==> config.mk <==
export PLATFORM = sky130hd
export DESIGN_NAME = ultrasonic_door_servo_controller_top
export DESIGN_NICKNAME = d
export VERILOG_FILES = /design/src/rtl/udsc_pkg.sv /design/src/rtl/ultrasonic_door_servo_controller_top.sv /design/src/rtl/udsc_cfg.sv /design/src/rtl/udsc_core.sv /design/src/rtl/udsc_servo.sv
export SDC_FILE = /design/constraint.sdc
export NUM_CORES = 2
export LEC_CHECK = 0
export BUFFER_PORTS_ARGS = -buffer_cell sky130_fd_sc_hd__buf_4
export CAP_MARGIN = 20
export CORE_MARGIN = 2
export CORE_UTILIZATION = 40
export CTS_BUF_LIST = sky130_fd_sc_hd__clkbuf_8
export CTS_CLUSTER_DIAMETER = 150
export DETAILED_ROUTE_END_ITERATION = 16
export MAX_ROUTING_LAYER = met4
export PLACE_DENSITY = 0.61
export SYNTH_ARGS = -nofsm -noshare
export SYNTH_HDL_FRONTEND = slang
export SYNTH_HIERARCHICAL = 1
export SYNTH_SLANG_ARGS = --single-unit
==> constraint.sdc <==
create_clock -name clk -period 10.62 [get_ports clk]
set_input_delay 0.531 -clock clk [delete_from_list [all_inputs] [get_ports clk]]
set_output_delay 0.531 -clock clk [all_outputs]
set_load 0.1 [all_outputs]
==> src/rtl/udsc_pkg.sv <==
package udsc_pkg;

  typedef enum logic [1:0] {
    MODE_WAIT  = 2'd0,
    MODE_AVG   = 2'd1,
    MODE_WATCH = 2'd2
  } mode_t;

  typedef enum logic [1:0] {
    CMD_TICK   = 2'd0,
    CMD_ECHO   = 2'd1,
    CMD_SERIAL = 2'd2,
    CMD_DOOR   = 2'd3
  } cmd_t;

  // register indexes on the config port
  localparam logic [2:0] REG_DOOR_LEN  = 3'd0;
  localparam logic [2:0] REG_VALID_MIN = 3'd1;
  localparam logic [2:0] REG_VALID_MAX = 3'd2;
  localparam logic [2:0] REG_WARN_MIN  = 3'd3;
  localparam logic [2:0] REG_WARN_MAX  = 3'd4;

  localparam logic [7:0]  DOOR_LEN_RST  = 8'd30;
  localparam logic [15:0] VALID_MIN_RST = 16'd295;
  localparam logic [15:0] VALID_MAX_RST = 16'd23529;
  localparam logic [15:0] WARN_MIN_RST  = 16'd59;
  localparam logic [15:0] WARN_MAX_RST  = 16'd882;

  // serial command characters
  localparam logic [7:0] CH_SW_OFF     = 8'h30;
  localparam logic [7:0] CH_SW_ON      = 8'h31;
  localparam logic [7:0] CH_PERSON_OUT = 8'h35;
  localparam logic [7:0] CH_PERSON_IN  = 8'h36;

  localparam logic [17:0] SUM_MAX    = 18'h3ffff;
  localparam logic [6:0]  SERVO_BASE = 7'd50;
  localparam logic [6:0]  SERVO_FULL = 7'd100;

  localparam int TAN_STEPS = 12;
  localparam int KMUL_W    = 30;  // sample_count * 1000 * tan, count up to 15
  localparam int THR_W     = KMUL_W + 8;
  localparam int BASE_W    = 22;  // door * count * 1000

  // tan(3.6 * j deg), j = 1..12, in 16.16
  localparam logic [11:0][15:0] TAN_Q16 = {
    16'd61542, 16'd54216, 16'd47615, 16'd41590, 16'd36029, 16'd30839,
    16'd25948, 16'd21294, 16'd16827, 16'd12502, 16'd8279,  16'd4123
  };

  typedef struct packed {
    logic [15:0] valid_min;
    logic [15:0] valid_max;
    logic [15:0] warn_min;
    logic [15:0] warn_max;
  } win_cfg_t;

  typedef struct packed {
    logic                            door_zero;
    logic [BASE_W-1:0]               base;
    logic [TAN_STEPS-1:0][THR_W-1:0] thr;
  } servo_cfg_t;

  typedef struct packed {
    logic        fire;
    logic        sv;
    logic [17:0] sum;
    logic        lv;
    logic        lo;
    logic        rej;
    mode_t       mode;
  } mid_t;

  typedef struct packed {
    mode_t mode;
    logic  sw;
    logic  person;
    logic  door;
  } mstate_t;

  function automatic logic [TAN_STEPS-1:0][KMUL_W-1:0] scaled_tan(input int n);
    logic [TAN_STEPS-1:0][KMUL_W-1:0] r;
    for (int j = 0; j < TAN_STEPS; j++) begin
      r[j] = KMUL_W'(longint'(n) * 64'd1000 * longint'(TAN_Q16[j]));
    end
    return r;
  endfunction

  function automatic mstate_t mode_pass(input mstate_t s);
    mstate_t r;
    r = s;
    unique case (s.mode)
      MODE_AVG: begin
        if (!s.sw) begin
          r.mode   = MODE_WAIT;
          r.person = 1'b0;
        end
      end
      MODE_WATCH: begin
        if (!s.sw) r.mode = MODE_WAIT;
      end
      default: begin
        if (s.sw || s.person) r.mode = MODE_AVG;
        if (s.door) begin
          r.door = 1'b0;
          r.mode = MODE_WATCH;
        end
      end
    endcase
    return r;
  endfunction

  // six passes always reach the fixed point
  function automatic mstate_t mode_settle(input mstate_t s);
    mstate_t r;
    r = s;
    for (int p = 0; p < 6; p++) begin
      r = mode_pass(r);
    end
    return r;
  endfunction

endpackage

==> src/rtl/ultrasonic_door_servo_controller_top.sv <==
// Channel   Dir  Transfer                  Payload
// in_*      in   in_tvalid & in_tready     tuser: cmd; tdata: edge_time, serial_byte
// out_*     out  out_tvalid & out_tready   tdata: one result flag/value word per event
// cfg_*     in   cfg_valid & cfg_ready     cfg_index selects register, cfg_data value
//
// One event per cycle while out_tready is high; each event yields exactly one
// result, registered in the state update stage, then in the servo table stage.
// rst_n is synchronous, active low: mode wait, flags and echo phase clear,
// config registers return to their defaults.
// Stalls: out_tready low holds the output word; in_tready drops whenever the
// output word is held and out_tready is low. cfg_ready is always high.
module ultrasonic_door_servo_controller_top #(
  parameter int SAMPLE_COUNT = 10,   // 1..15 echo widths per average
  parameter int TIMER_BITS   = 16    // 8..32, echo timer wrap width
) (
  input  logic        clk,
  input  logic        rst_n,
  input  logic        in_tvalid,
  output logic        in_tready,
  input  logic [1:0]  in_tuser,    // [1:0] cmd
  input  logic [23:0] in_tdata,    // [15:0] edge_time, [23:16] serial_byte
  output logic        out_tvalid,
  input  logic        out_tready,
  // [0] fire_trigger, [1] servo_valid, [8:2] servo_compare, [9] led_valid,
  // [10] led_on, [11] sample_rejected, [13:12] mode_now, [15:14] zero
  output logic [15:0] out_tdata,
  input  logic        cfg_valid,
  output logic        cfg_ready,
  input  logic [2:0]  cfg_index,
  input  logic [15:0] cfg_data
);
  import udsc_pkg::*;

  win_cfg_t   win_cfg;
  servo_cfg_t servo_cfg;
  mid_t       mid;
  logic       mid_valid;
  logic       mid_ready;
  logic       in_acc;
  cmd_t       cmd;

  assign in_tready = mid_ready;
  assign in_acc    = in_tvalid && in_tready;
  assign cmd       = cmd_t'(in_tuser);

  // config registers plus door-length thresholds precomputed at write
  udsc_cfg #(
    .SAMPLE_COUNT (SAMPLE_COUNT)
  ) u_cfg (
    .clk       (clk),
    .rst_n     (rst_n),
    .cfg_valid (cfg_valid),
    .cfg_ready (cfg_ready),
    .cfg_index (cfg_index),
    .cfg_data  (cfg_data),
    .win_cfg   (win_cfg),
    .servo_cfg (servo_cfg)
  );

  // mode, echo phase, averaging; registers the per-event result draft
  udsc_core #(
    .SAMPLE_COUNT (SAMPLE_COUNT),
    .TIMER_BITS   (TIMER_BITS)
  ) u_core (
    .clk         (clk),
    .rst_n       (rst_n),
    .in_acc      (in_acc),
    .cmd         (cmd),
    .edge_time   (in_tdata[15:0]),
    .serial_byte (in_tdata[23:16]),
    .win_cfg     (win_cfg),
    .mid_ready   (mid_ready),
    .mid_valid   (mid_valid),
    .mid         (mid)
  );

  // tan threshold compare and output register
  udsc_servo u_servo (
    .clk        (clk),
    .rst_n      (rst_n),
    .mid_valid  (mid_valid),
    .mid        (mid),
    .servo_cfg  (servo_cfg),
    .mid_ready  (mid_ready),
    .out_tvalid (out_tvalid),
    .out_tready (out_tready),
    .out_tdata  (out_tdata)
  );

endmodule

==> src/rtl/udsc_cfg.sv <==
module udsc_cfg #(
  parameter int SAMPLE_COUNT = 10
) (
  input  logic                   clk,
  input  logic                   rst_n,
  input  logic                   cfg_valid,
  output logic                   cfg_ready,
  input  logic [2:0]             cfg_index,
  input  logic [15:0]            cfg_data,
  output udsc_pkg::win_cfg_t     win_cfg,
  output udsc_pkg::servo_cfg_t   servo_cfg
);
  import udsc_pkg::*;

  localparam logic [TAN_STEPS-1:0][KMUL_W-1:0] KMUL = scaled_tan(SAMPLE_COUNT);
  localparam logic [13:0] BASE_MUL = 14'(SAMPLE_COUNT * 1000);

  win_cfg_t   win_r,   win_nxt;
  servo_cfg_t servo_r, servo_nxt, servo_rst;
  logic       wr;

  assign cfg_ready = 1'b1;
  assign wr        = cfg_valid && cfg_ready;

  // door-derived thresholds are worked out once, at the write; here for the reset value
  always_comb begin
    servo_rst.door_zero = (DOOR_LEN_RST == 8'd0);
    servo_rst.base      = BASE_W'(DOOR_LEN_RST) * BASE_W'(BASE_MUL);
    for (int j = 0; j < TAN_STEPS; j++) begin
      servo_rst.thr[j] = THR_W'(DOOR_LEN_RST) * THR_W'(KMUL[j]);
    end
  end

  always_comb begin
    win_nxt   = win_r;
    servo_nxt = servo_r;
    if (wr) begin
      unique case (cfg_index)
        REG_DOOR_LEN: begin
          servo_nxt.door_zero = (cfg_data[7:0] == 8'd0);
          servo_nxt.base      = BASE_W'(cfg_data[7:0]) * BASE_W'(BASE_MUL);
          for (int j = 0; j < TAN_STEPS; j++) begin
            servo_nxt.thr[j] = THR_W'(cfg_data[7:0]) * THR_W'(KMUL[j]);
          end
        end
        REG_VALID_MIN: win_nxt.valid_min = cfg_data;
        REG_VALID_MAX: win_nxt.valid_max = cfg_data;
        REG_WARN_MIN:  win_nxt.warn_min  = cfg_data;
        REG_WARN_MAX:  win_nxt.warn_max  = cfg_data;
        default: ;
      endcase
    end
  end

  always_ff @(posedge clk) begin
    if (!rst_n) begin
      win_r.valid_min <= VALID_MIN_RST;
      win_r.valid_max <= VALID_MAX_RST;
      win_r.warn_min  <= WARN_MIN_RST;
      win_r.warn_max  <= WARN_MAX_RST;
      servo_r         <= servo_rst;
    end else begin
      win_r   <= win_nxt;
      servo_r <= servo_nxt;
    end
  end

  assign win_cfg   = win_r;
  assign servo_cfg = servo_r;

endmodule

==> src/rtl/udsc_core.sv <==
module udsc_core #(
  parameter int SAMPLE_COUNT = 10,
  parameter int TIMER_BITS   = 16
) (
  input  logic                 clk,
  input  logic                 rst_n,
  input  logic                 in_acc,
  input  udsc_pkg::cmd_t       cmd,
  input  logic [15:0]          edge_time,
  input  logic [7:0]           serial_byte,
  input  udsc_pkg::win_cfg_t   win_cfg,
  input  logic                 mid_ready,
  output logic                 mid_valid,
  output udsc_pkg::mid_t       mid
);
  import udsc_pkg::*;

  localparam int WW = (TIMER_BITS > 16) ? TIMER_BITS : 16;
  localparam int SW = ((WW > 18) ? WW : 18) + 1;
  localparam logic [15:0] TMASK =
    (TIMER_BITS >= 16) ? 16'hffff : 16'((32'd1 << TIMER_BITS) - 32'd1);
  localparam logic [WW-1:0] TMAX = WW'((64'd1 << TIMER_BITS) - 64'd1);
  localparam logic [3:0] CNT_DONE = 4'(SAMPLE_COUNT);

  mstate_t     ms_r, ms_nxt, ms_pre;
  logic        phase_r, phase_nxt;
  logic [15:0] rise_r, rise_nxt;
  logic [17:0] sum_r, sum_nxt;
  logic [3:0]  cnt_r, cnt_nxt, cnt_inc;
  mid_t        mid_r, mid_nxt;
  logic        mid_v_r, mid_v_nxt;

  logic [15:0]   t_m;
  logic [WW-1:0] t_w, rise_w, w;
  logic [SW-1:0] sum_wide;
  logic [17:0]   sum_sat;
  logic          in_valid_win, in_warn_win;

  always_comb begin
    t_m    = edge_time & TMASK;
    t_w    = WW'(t_m);
    rise_w = WW'(rise_r);
    if (t_w > rise_w)      w = t_w - rise_w;
    else if (t_w < rise_w) w = TMAX - rise_w + t_w;
    else                   w = '0;
    in_valid_win = (w >= WW'(win_cfg.valid_min)) && (w <= WW'(win_cfg.valid_max));
    in_warn_win  = (w >= WW'(win_cfg.warn_min)) && (w <= WW'(win_cfg.warn_max));
    sum_wide     = SW'(sum_r) + SW'(w);
    sum_sat      = (sum_wide > SW'(SUM_MAX)) ? SUM_MAX : sum_wide[17:0];
    cnt_inc      = cnt_r + 4'd1;
  end

  always_comb begin
    ms_pre    = ms_r;
    phase_nxt = phase_r;
    rise_nxt  = rise_r;
    sum_nxt   = sum_r;
    cnt_nxt   = cnt_r;
    mid_nxt   = '0;
    ms_nxt    = ms_r;
    if (in_acc) begin
      unique case (cmd)
        CMD_TICK: mid_nxt.fire = (ms_r.mode != MODE_WAIT);
        CMD_ECHO: begin
          if (!phase_r) begin
            rise_nxt  = t_m;
            phase_nxt = 1'b1;
          end else begin
            phase_nxt = 1'b0;
            if (ms_r.mode == MODE_AVG) begin
              if (in_valid_win) begin
                sum_nxt = sum_sat;
                cnt_nxt = cnt_inc;
                if (cnt_inc >= CNT_DONE) begin
                  mid_nxt.sv   = 1'b1;
                  mid_nxt.sum  = sum_sat;
                  sum_nxt      = '0;
                  cnt_nxt      = '0;
                  ms_pre.mode  = MODE_WAIT;
                end
              end else begin
                mid_nxt.rej = 1'b1;
              end
            end else if (ms_r.mode == MODE_WATCH) begin
              mid_nxt.lv = 1'b1;
              mid_nxt.lo = in_warn_win;
            end
          end
        end
        CMD_SERIAL: begin
          if (serial_byte == CH_SW_OFF || serial_byte == CH_SW_ON) begin
            ms_pre.sw = (serial_byte == CH_SW_ON);
          end else if (serial_byte == CH_PERSON_OUT || serial_byte == CH_PERSON_IN) begin
            ms_pre.person = (serial_byte == CH_PERSON_IN);
          end
        end
        CMD_DOOR: ms_pre.door = 1'b1;
        default: ;
      endcase
      ms_nxt       = mode_settle(ms_pre);
      mid_nxt.mode = ms_nxt.mode;
    end
  end

  always_comb begin
    mid_v_nxt = mid_v_r;
    if (in_acc)         mid_v_nxt = 1'b1;
    else if (mid_ready) mid_v_nxt = 1'b0;
  end

  always_ff @(posedge clk) begin
    if (!rst_n) begin
      ms_r    <= '{mode: MODE_WAIT, sw: 1'b0, person: 1'b0, door: 1'b0};
      phase_r <= 1'b0;
      rise_r  <= '0;
      sum_r   <= '0;
      cnt_r   <= '0;
      mid_v_r <= 1'b0;
    end else begin
      ms_r    <= ms_nxt;
      phase_r <= phase_nxt;
      rise_r  <= rise_nxt;
      sum_r   <= sum_nxt;
      cnt_r   <= cnt_nxt;
      mid_v_r <= mid_v_nxt;
    end
  end

  always_ff @(posedge clk) begin
    if (in_acc) mid_r <= mid_nxt;
  end

  assign mid_valid = mid_v_r;
  assign mid       = mid_r;

  // count wraps to zero as it reaches the sample total
  a_cnt_below: assert property (@(posedge clk) disable iff (!rst_n)
    cnt_r < CNT_DONE)
    else $error("sample count reached its limit");

  a_sv_rej: assert property (@(posedge clk) disable iff (!rst_n)
    mid_v_r |-> !(mid_r.sv && mid_r.rej))
    else $error("servo update and reject in one result");

  a_led_watch: assert property (@(posedge clk) disable iff (!rst_n)
    (mid_v_r && mid_r.lv) |-> (mid_r.mode == MODE_WATCH))
    else $error("LED update outside watch mode");

endmodule

==> src/rtl/udsc_servo.sv <==
module udsc_servo (
  input  logic                  clk,
  input  logic                  rst_n,
  input  logic                  mid_valid,
  input  udsc_pkg::mid_t        mid,
  input  udsc_pkg::servo_cfg_t  servo_cfg,
  output logic                  mid_ready,
  output logic                  out_tvalid,
  input  logic                  out_tready,
  output logic [15:0]           out_tdata
);
  import udsc_pkg::*;

  logic [22:0]          lhs;
  logic [THR_W:0]       lhs_q;
  logic [TAN_STEPS-1:0] ge;
  logic [2:0]           k_lo, k_hi;
  logic [3:0]           k;
  logic                 above;
  logic [6:0]           comp;
  logic [15:0]          data_nxt, data_r;
  logic                 v_r, v_nxt;
  logic                 take;

  // sum * 17 against door * count * 1000 * tan(j), compared in 16.16
  always_comb begin
    lhs   = {mid.sum, 4'b0} + 23'(mid.sum);
    lhs_q = {lhs, 16'b0};
    for (int j = 0; j < TAN_STEPS; j++) begin
      ge[j] = (lhs_q >= {1'b0, servo_cfg.thr[j]});
    end
    k_lo = '0;
    k_hi = '0;
    for (int j = 0; j < TAN_STEPS / 2; j++) begin
      k_lo = k_lo + 3'(ge[j]);
      k_hi = k_hi + 3'(ge[j + TAN_STEPS / 2]);
    end
    k     = 4'(k_lo) + 4'(k_hi);
    above = servo_cfg.door_zero || (23'(servo_cfg.base) < lhs);
    comp  = above ? SERVO_FULL : (SERVO_BASE + 7'(k));
    if (!mid.sv) comp = '0;
    data_nxt = {2'b00, mid.mode, mid.rej, mid.lo, mid.lv, comp, mid.sv, mid.fire};
  end

  assign mid_ready = !v_r || out_tready;
  assign take      = mid_valid && mid_ready;

  always_comb begin
    v_nxt = v_r;
    if (take)            v_nxt = 1'b1;
    else if (out_tready) v_nxt = 1'b0;
  end

  always_ff @(posedge clk) begin
    if (!rst_n) v_r <= 1'b0;
    else        v_r <= v_nxt;
  end

  always_ff @(posedge clk) begin
    if (take) data_r <= data_nxt;
  end

  assign out_tvalid = v_r;
  assign out_tdata  = data_r;

  a_comp_range: assert property (@(posedge clk) disable iff (!rst_n)
    (v_r && data_r[1]) |-> (data_r[8:2] >= SERVO_BASE && data_r[8:2] <= SERVO_FULL))
    else $error("servo compare out of range");

  a_comp_zero: assert property (@(posedge clk) disable iff (!rst_n)
    (v_r && !data_r[1]) |-> (data_r[8:2] == 7'd0))
    else $error("servo compare set without servo update");

  a_fire_alone: assert property (@(posedge clk) disable iff (!rst_n)
    (v_r && data_r[0]) |-> (!data_r[1] && !data_r[9] && !data_r[11]))
    else $error("trigger shares a result with an echo outcome");

endmodule
==> impl_metrics.py <==
metrics = {
    "global_routing": {
        "overflow": 0,
        "track_usage": 0.317,
        "grt_start_max_net_pins": 138,
        "grt_pass1_wl_mm": 335,
        "antenna_found_initial": 11,
        "grt_pass1_vias": 49400,
    },
    "yosys": {
        "ys_seq_area_frac": 0.178,
        "avgSynthCellArea_um2": 8.32,
        "synth_ff_type": "dfxtp_1",
        "syn_inst": 6989,
        "synth_edf_count": 39,
        "yosys_warnings": 6,
        "async_flop_share": 0,
        "synth-seq-cells": 498,
        "syn-cell-area_um2": 58100,
        "synth.distinct_cells": 118,
    },
    "setup_path": {
        "arrival_ps": 10150,
        "path_class": "flop to flop",
        "cp_top_family": "compound AO/OA/AOI/OAI gates",
        "cp-end-kind": "flop",
        "crit_path_max_incr_delay_ps": 630,
        "required_ps": 11330,
        "startpoint_type": "flop",
        "slowest_stage": "a211oi_1",
        "critPathMostFrequentCell": "ha_1",
        "crit_fanout": 8,
        "critPathBufInv": 6,
        "reg2reg_slack_ps": 1180,
    },
    "place": {
        "placed_cell_area_um2": 60800,
        "dp.cells": 8843,
        "routabilityCongestion": 1.06,
        "portBuffers": 65,
        "place_hpwl_mm": 180,
    },
    "timing": {
        "skew_ps": 67.0,
        "fmax_mhz": 106,
        "fin_crit_sh": 0.889,
        "tightest_slew_ps": 1120,
        "period_needed_ps": 9440,
        "hold_violations": 0,
        "rsz0062_at_grt": "false",
        "setup_viol": 0,
        "fin_hold_ws_ps": 104,
        "finalMaxSlewViolations": 0,
        "relSlewSlack": 0.243,
        "setup_tns_ps": 0,
    },
    "routing": {
        "m1WireLength_mm": 99.4,
        "viasPerCell": 5.71,
        "top_layer_used": "met4",
        "wire_per_inst_um": 25.5,
        "drt_iter0_markers": 4830,
        "drc": 0,
        "vias": 51800,
        "firstDrtPassIters": 5,
        "wirelength_mm": 232,
        "met3_length_mm": 17.6,
        "ant_nets": 0,
        "wl_met2_mm": 103,
    },
    "die": {
        "ios": 69,
        "initial_core_util": 0.404,
        "rows": 139,
        "fp.coreArea_um2": 144000,
        "die_area_um2": 148000,
        "dieHeight_um": 385,
        "die_x_um": 385,
    },
    "finish": {
        "design_area_um2": 63500,
        "most-common-layout-cells": "1021 x ha_1, 982 x inv_1, 689 x nand2_1",
        "ff_latch_area_um2": 10400,
        "nFillCells": 14500,
        "fin_nets": 8494,
        "drive_above_1_share": 0.0700,
        "final_cells": 9067,
        "area_growth_syn_to_layout_pct": 9.17,
        "final_util": 0.441,
        "multiInputGateArea_um2": 42800,
        "final_common_cell": "ha_1",
    },
    "clock_tree": {
        "cts-htree-levels": 3,
        "cts.sinks": 498,
        "cts_tree": "yes",
        "cts_root_buf": "clkbuf_8",
        "clk_latency_ps": 890,
        "post_cts_buffers": 0,
        "numCtsBuffers": 101,
        "path_clk_slew_ps": 60,
        "clockBufferDepth": 3,
        "cts_resized": 0,
    },
    "status": {
        "status": "finished clean",
    },
    "min_path": {
        "hp-class": "primary input to flop",
    },
    "flow_run": {
        "cap_viol_max_count": 0,
    },
    "power": {
        "ir_drop_mv": 0.139,
        "power_density_nw_per_um2": 213,
        "p_leak_nw": 31.2,
    },
}
[what timing repair did]
action | CTS | global route
hold endpoints to repair | 57 | 0
endpoints found under the setup margin | 0 | 0
hold buffers | 31 | 0
[stage by stage]
step | worst slack [ps] | total power, mW
CTS | 1180 | 13.3
floorplan | 1090 | 8.26
global placement | 835 | 10.9
finish | 1180 | 13.5
global route | 454 | 14.4
detailed placement | 1010 | 10.9
[cells by family (layout without fill, tap and decap cells)]
group,count (synthesis),after routing,synth area share
other,3,92,0.000194
and+or+nand+nor,1668,1668,0.136
buffers and inverters,1303,1389,0.0931
AOI/OAI and AO/OA,1817,1817,0.202
muxes,23,23,0.00431
adders and majority gates,1369,1369,0.339
DFF,498,498,0.178
xor gates and xnor gates,308,308,0.0464
[cells in the mapped netlist, drive strengths merged, types with 14 or more instances]
| cell | n | area (um2) |
|---|---|---|
| o21bai | 44 | 334 |
| nand2b | 62 | 388 |
| a21boi | 26 | 195 |
| o21ai | 368 | 1850 |
| dfxtp | 459 | 9190 |
| a211o | 16 | 140 |
| a2111oi | 17 | 174 |
| mux2i | 20 | 213 |
| nand4 | 79 | 500 |
| or4 | 15 | 113 |
| and3 | 42 | 263 |
| o22ai | 15 | 100 |
| xnor2 | 186 | 1630 |
| o31ai | 28 | 243 |
| nor2b | 65 | 407 |
| a21o | 232 | 1740 |
| buf | 146 | 1070 |
| a211oi | 69 | 536 |
| a221oi | 24 | 229 |
| nand3 | 139 | 706 |
| fa | 345 | 6910 |
| nor4 | 49 | 332 |
| nor3 | 70 | 372 |
| nand2 | 691 | 2590 |
| edfxtp | 39 | 1170 |
| o211ai | 141 | 1060 |
| and2 | 26 | 163 |
| nor2 | 303 | 1140 |
| ha | 1024 | 12800 |
| inv | 964 | 3620 |
| a21oi | 594 | 3010 |
| a41oi | 14 | 123 |
| clkbuf | 193 | 726 |
| or3 | 32 | 203 |
| a31oi | 35 | 219 |
| xor2 | 122 | 1070 |
| o22a | 14 | 123 |
| or2 | 31 | 194 |
| o21a | 53 | 398 |
| o2111ai | 16 | 140 |
[state kept, by name, indices dropped and copies added (netlist names)]
signal              cells
u_cfg/win_cfg          64
u_core/rise_r          16
u_core/mid_valid        1
u_servo/out_tdata      14
u_core/cnt_r            4
u_core/mid             25
u_core/sum_r           18
u_servo/out_tvalid      1
u_core/phase_r          1
u_core/ms_r             5
u_cfg/servo_cfg       349
[metal layers]
layer  up-vias  global-route usage
met5         -                   -
met4         0               0.148
met3       461              0.0511
met2      1985               0.486
met1     25000               0.407
li1      24300                   -
[tightest hold or removal path: cells and delay by family]
family,cells,cell delay [ps]
AND/OR/NAND/NOR,1,100
buffers and inverters,1,240
AO/OA/AOI/OAI,1,60
[cell type report]
| class | instances | share of cell area |
|---|---|---|
| timing repair buffer | 241 | 0.0300 |
| multi-input combinational | 5269 | 0.675 |
| tap | 1903 | 0.0375 |
| clock buffer | 131 | 0.0284 |
| inverter | 964 | 0.0571 |
| clock inverter | 53 | 0.00824 |
| antenna | 8 | 0.000316 |
| sequential | 498 | 0.163 |
[worst paths after layout]
| path | startpoint | endpoint | depth (start not counted) |
|---|---|---|---|
| max | u_core/rise_r[6] | u_core/ms_r[3] | 40 |
| min | cfg_data[2] | u_cfg/win_cfg[2] | 3 |
| max reg2reg | u_core/rise_r[6] | u_core/ms_r[3] | 40 |
| min reg2reg | u_core/mid[2] | u_servo/out_tdata[11] | 0 |
[power by group]
group / leakage (nW) / internal, mW / switching [mW]
clock network: 1.28 / 1.32 / 1.05
registers: 4.12 / 1.99 / 0.0598
logic: 25.9 / 3.46 / 5.62
No activity file was read; power rests on OpenSTA's default activity.
